## src/hw/rtl/ris_pkg.sv

```systemverilog
// Package for the replicating image scaler: config bundle, queue item and
// result types, command and register codes, copy-count helper functions.
// No dependencies.
package ris_pkg;

  localparam int SW_BITS  = 11;
  localparam int DIM_BITS = 16;
  localparam int PIX_BITS = 24;

  typedef enum logic {
    CMD_PUSH = 1'b0,
    CMD_PULL = 1'b1
  } cmd_t;

  typedef enum logic [1:0] {
    REG_SRC_WIDTH  = 2'd0,
    REG_SRC_HEIGHT = 2'd1,
    REG_DST_WIDTH  = 2'd2,
    REG_DST_HEIGHT = 2'd3
  } reg_idx_t;

  typedef struct packed {
    logic [SW_BITS-1:0]  src_width;
    logic [DIM_BITS-1:0] src_height;
    logic [DIM_BITS-1:0] dst_width;
    logic [DIM_BITS-1:0] dst_height;
  } cfg_t;

  typedef struct packed {
    cmd_t                cmd;
    logic [PIX_BITS-1:0] pixel;
  } item_t;

  typedef struct packed {
    logic                row_consumed;
    logic                end_of_frame;
    logic                end_of_line;
    logic [PIX_BITS-1:0] pixel_out;
  } result_t;

  // extra copy for the index whose (i+1) mod k is given
  function automatic logic extra_copy(input logic rem_nz, input logic except_mode,
                                      input logic [DIM_BITS-1:0] idx_mod);
    logic hit;
    hit = (idx_mod == '0);
    extra_copy = rem_nz && (except_mode ? !hit : hit);
  endfunction

  function automatic logic [DIM_BITS-1:0] mod_adv(input logic [DIM_BITS-1:0] m,
                                                  input logic [DIM_BITS-1:0] k);
    logic [DIM_BITS:0] nx;
    nx = {1'b0, m} + 17'd1;
    mod_adv = (nx == {1'b0, k}) ? '0 : nx[DIM_BITS-1:0];
  endfunction

  // (0+1) mod k
  function automatic logic [DIM_BITS-1:0] mod_first(input logic [DIM_BITS-1:0] k);
    mod_first = (k == 16'd1) ? 16'd0 : 16'd1;
  endfunction

endpackage

```

## src/hw/rtl/ris_fifo.sv

```systemverilog
// Two-entry queue between the accepting front and the executing back end.
// Depends on ris_pkg.
module ris_fifo (
  input  logic           clk,
  input  logic           rst,
  input  logic           push,
  input  ris_pkg::item_t push_item,
  output logic           full,
  output logic           q_valid,
  output ris_pkg::item_t q_item,
  input  logic           pop
);

  ris_pkg::item_t slots [2];
  logic           wp, rp;
  logic [1:0]     count;

  assign full    = (count == 2'd2);
  assign q_valid = (count != 2'd0);
  assign q_item  = slots[rp];

  always_ff @(posedge clk) begin
    if (rst) begin
      wp    <= 1'b0;
      rp    <= 1'b0;
      count <= '0;
    end else begin
      if (push) begin
        slots[wp] <= push_item;
        wp        <= !wp;
      end
      if (pop) rp <= !rp;
      count <= count + 2'(push) - 2'(pop);
    end
  end

endmodule

```

## config.mk

```make
export PLATFORM = sky130hd
export DESIGN_NAME = ris_fifo
export DESIGN_NICKNAME = d
export VERILOG_FILES = /design/src/hw/rtl/ris_pkg.sv /design/src/hw/rtl/ris_fifo.sv
export SDC_FILE = /design/constraint.sdc
export NUM_CORES = 1
export LEC_CHECK = 0
export ABC_CLOCK_PERIOD_IN_PS = 2700
export BUFFER_PORTS_ARGS = -buffer_cell sky130_fd_sc_hd__buf_4
export CAP_MARGIN = 20
export CELL_PAD_IN_SITES_DETAIL_PLACEMENT = 0
export CELL_PAD_IN_SITES_GLOBAL_PLACEMENT = 2
export CORE_UTILIZATION = 34
export DETAILED_ROUTE_END_ITERATION = 8
export PLACE_DENSITY_LB_ADDON = 0.08
export SYNTH_ARGS = -nofsm -noshare
export SYNTH_HDL_FRONTEND = slang
export SYNTH_SLANG_ARGS = --single-unit
```

## constraint.sdc

```tcl
create_clock -name clk -period 2.7 [get_ports clk]
set_input_delay 0.54 -clock clk [delete_from_list [all_inputs] [get_ports clk]]
set_output_delay 0.54 -clock clk [all_outputs]
set_load 0.01 [all_outputs]
```

# --- Word level (Yosys, flattened, before mapping) ---
# Memory sizes are Yosys's and may differ from the RTL's. A register that Yosys moved wholly into a read port is not among the register bits.
# Index checks and enable logic that the tools add are counted.
op_classes:
  add_sub_neg: 2
  n_eq_ne: 1
  muxes: 5
  n_reduce_logical: 3
ops:
  columns: ["cell", "count"]
  rows:
  - ["$mux W1", 5]
  - ["$add A2 B1 Y2", 1]
  - ["$eq A2 B2 Y1 const B", 1]
  - ["$logic_not A1 Y1", 2]
  - ["$reduce_bool A2 Y1", 1]
  - ["$sub A2 B1 Y2", 1]
word_totals:
  ff_bits: 4
  ram_bits: 50
  input_bits: 29
  output_inout_bits: 27
  wordCells: 15
  memories: 1
mem_list:
  columns: ["name", "words", "word_bits", "rd", "rd_clocked_by_memory_dff", "wr", "line", "text"]
  rows:
  - ["slots", 2, 25, 1, 1, 1, "ris_fifo.sv:14", "ris_pkg::item_t slots [2];"]

# --- Longest topological paths before layout ---
logic_depth:
  depth_word: 3
  mapped_depth: 6
  ltp_nobuf: 6

# --- Worst setup path before layout ---
# No wires, ideal clock.
synth_path:
  path_type: "input port to flip-flop"
  start: "in rst"
  end: "mem slots[0][0] (netlist name) (enable)"
  setup_time_ns: 0.444
  t_arrival_ns: 2.419
  required_ns: 2.256
  slack_ns: -0.163
  cell_stages: 1
  path_cell_list: "nor3b_1"
synth_between:
  elab_chain_len: 2
synth_rtl:
  columns: ["element", "line", "text"]
  rows:
  - ["start: declaration", "ris_fifo.sv:5", "input logic rst,"]
  - ["$mux W1", "ris_fifo.sv:23", "if (rst) begin"]
  - ["$mux W1 (implied by the code)", "ris_fifo.sv:29", "slots[wp] <= push_item;"]
  - ["end: declaration", "ris_fifo.sv:14", null]
# Every way passes these cells.

==> qor.txt <==
Worst-margin pin slew: 0.438 ns
Final design utilization: 45.5%
Routed via count: 1065
Clk Tree Root Cell: clkbuf_8
Area grow syn2layout: 27.9%
Endpoint, Worst Hold: slots[0][13]
Area leader, netlist: edfxtp_1
Layout cells sized above 1: 57.3%
TNS Setup: 0 ns
Synthesized area per cell: 21.5 µm²
Max-slew violation count: 0
CTS tree: yes
Seq/Total Area, Yosys: 75.1%
Deepest clock path buffer count: 2
Finish-stage setup viols: 0
Final Net Count: 194
Largest net degree at the start of global routing: 26
Synth Flop Type: edfxtp_1
Initial Util: 35.6%
PwrDens: 620 mW/mm²
Max transition margin: 70.8%
Die X: 81.2 µm
Final WL: 3.28 mm
Ant diodes: 0
Initial antenna violation count: 0
CP Data Required Time: 2.16 ns
Post-synth top area share: 70.4%
Final instance area: 0.00273 mm²
Run status: finished, final reports clean
Ys Warns: 0
Hold path startpoint: push_item[13]
# resized after CTS: 0
Total global routing overflow: 0
Final Skew: 0.00214 ns
Die area: 0.00659 mm²
Vias per Instance: 4.46
Placed cell area: 0.00264 mm²
GP Congestion: 0.580
Worst path max stage delay: 0.40 ns
FFs w/ async S/R, synth: 0%
Hold Buf Count CTS: 0
DRT iter0 DRCs: 19
Synth cell types: 15
Worst Path Class, Setup: register to output pin
Min cycle time layout: 2.09 ns
VDD IR-drop max: 263 µV
RSZ-0062 raised after global routing: false
Sequential standard cell area: 0.00160 mm²
Fin crit share: 77.4%
Layout fillers: 544
Clock sink count: 55
Clk Latency, worst-skew pair: 0.29 ns
Row cnt: 28
Max Cap Violations: 0
Total GRT Usage: 10.5%
Startpoint types: register
Most common cell in the synthesized netlist: edfxtp_1
PortBufs: 55
Post-synthesis net count: 130
WP data arrival: 1.55 ns
TritonCTS Buffers: 5
WL per Instance: 13.7 µm
H-Tree Depth: 2
Post-route DRC: 0
Reg2reg path depth: 6
Chip Height: 81.2 µm
Number of global-route vias before repair: 1048
Area of the mapped netlist: 0.00213 mm²
Post-DP HPWL: 2.31 mm
Hold Fails Final Rpt: 0
Core area: 0.00599 mm²
Post-synth EDFFs: 50
Clock slew at reported path FFs: 0.09 ns
Worst R2R Start: count[0]
First-pass GRT wire length: 4.99 mm
Static leakage: 1.08 nW
Fmax: 479 MHz
Worst reg2reg path endpoint: count[1]
R2R setup slack: 1.33 ns
Top fanout value on the critical path: 25
Synthesized flop and latch total: 55
Crit path top cell by count: buf_4
Worst min path class: primary input to register
DRT Pass-1 Iters: 2
Cells along the critical path: buf_4 > mux2_2 > buf_4
Synth top cells by count: edfxtp_1, mux2_4, dfxtp_1, mux2_2, nor2_1
Main area contributors after synthesis: edfxtp_1, mux2_4, dfxtp_1
Num ports: 56
Multi-input gate area: 483 µm²
Post-route ant nets: 0
Synth Instances: 99
Post-CTS Setup Inserts: 0
Critical path capture point type: output pin
Slowest stage cell, crit path: mux2_2
Hold path depth: 1
-- layout make-up --
cell class | instances | share of cell area, %
clock buffers | 7 | 3.17
well taps | 75 | 3.44
multi-input cells | 39 | 17.7
repair buffers | 60 | 16.5
flip-flops and latches | 55 | 58.8
clock inverters | 1 | 0.138
inverters | 2 | 0.275
-- worst max path at each step --
stage                     startpoint     endpoint  slack (ns)  depth (start not counted)
after global routing        register   q_item[24]        0.52                          3
final                       register   q_item[24]        0.61                          3
after detailed placement    register   q_item[24]        0.91                          3
after CTS                   register   q_item[24]        0.57                          3
after global placement      register    q_item[1]        0.94                          3
after floorplan                  rst  slots[0][0]        0.72                          1
-- sequential cells by signal, summed over array words and instances (netlist names), named ones only --
name   flops
rp         1
wp         1
count      2
slots     50
-- per-stage QoR --
| step | setup WS, ns | hold slack [ns] | std cells | total power [mW] |
|---|---|---|---|---|
| after floorplan | 0.722 | 0.480 | 99 | 1.16 |
| after detailed placement | 0.914 | 0.512 | 231 | 1.28 |
| after global placement | 0.941 | 0.497 | 231 | 1.27 |
| after global routing | 0.519 | 0.400 | 239 | 1.77 |
| after CTS | 0.570 | 0.404 | 239 | 1.72 |
| final | 0.611 | 0.420 | 239 | 1.69 |
-- cell families after synthesis --
family,synth area share (%)
flip-flops,75.1
multiplexers,16.7
AND/OR/NAND/NOR,2.35
buffers and inverters,2.76
XOR/XNOR,1.88
adder cells (fa/ha/maj),1.17
-- report_power, final --
part | internal, mW | switching (mW) | total, mW | leakage (nW)
registers | 0.972 | 0.0141 | 0.986 | 0.501
logic | 0.159 | 0.105 | 0.264 | 0.529
clock network | 0.206 | 0.236 | 0.442 | 0.0459
-- critical path, delay by kind of cell (launching register included) --
kind,cells,cell delay [ns]
flops,1,0.32
buf+inv,2,0.52
mux,1,0.40
-- layout by cell type (no fill, tap or decap), types with 2 or more instances in the layout --
cell / count
buf_4: 60
edfxtp_1: 50
mux2_4: 20
clkbuf_8: 6
mux2_2: 5
nor2_1: 4
dfxtp_1: 4
inv_1: 2
nor2b_1: 2
xnor2_1: 2
ha_1: 2
-- layer usage --
metal / vias to the layer above / share of wire [%] / global-route usage, %
met5: - / 0 / 0
met4: 0 / 1.1 / 4.29
met3: 4 / 5.8 / 3.26
met2: 32 / 52 / 18.2
met1: 526 / 41 / 12.1
li1: 503 / - / -
Power figures use the tool's default switching activity.
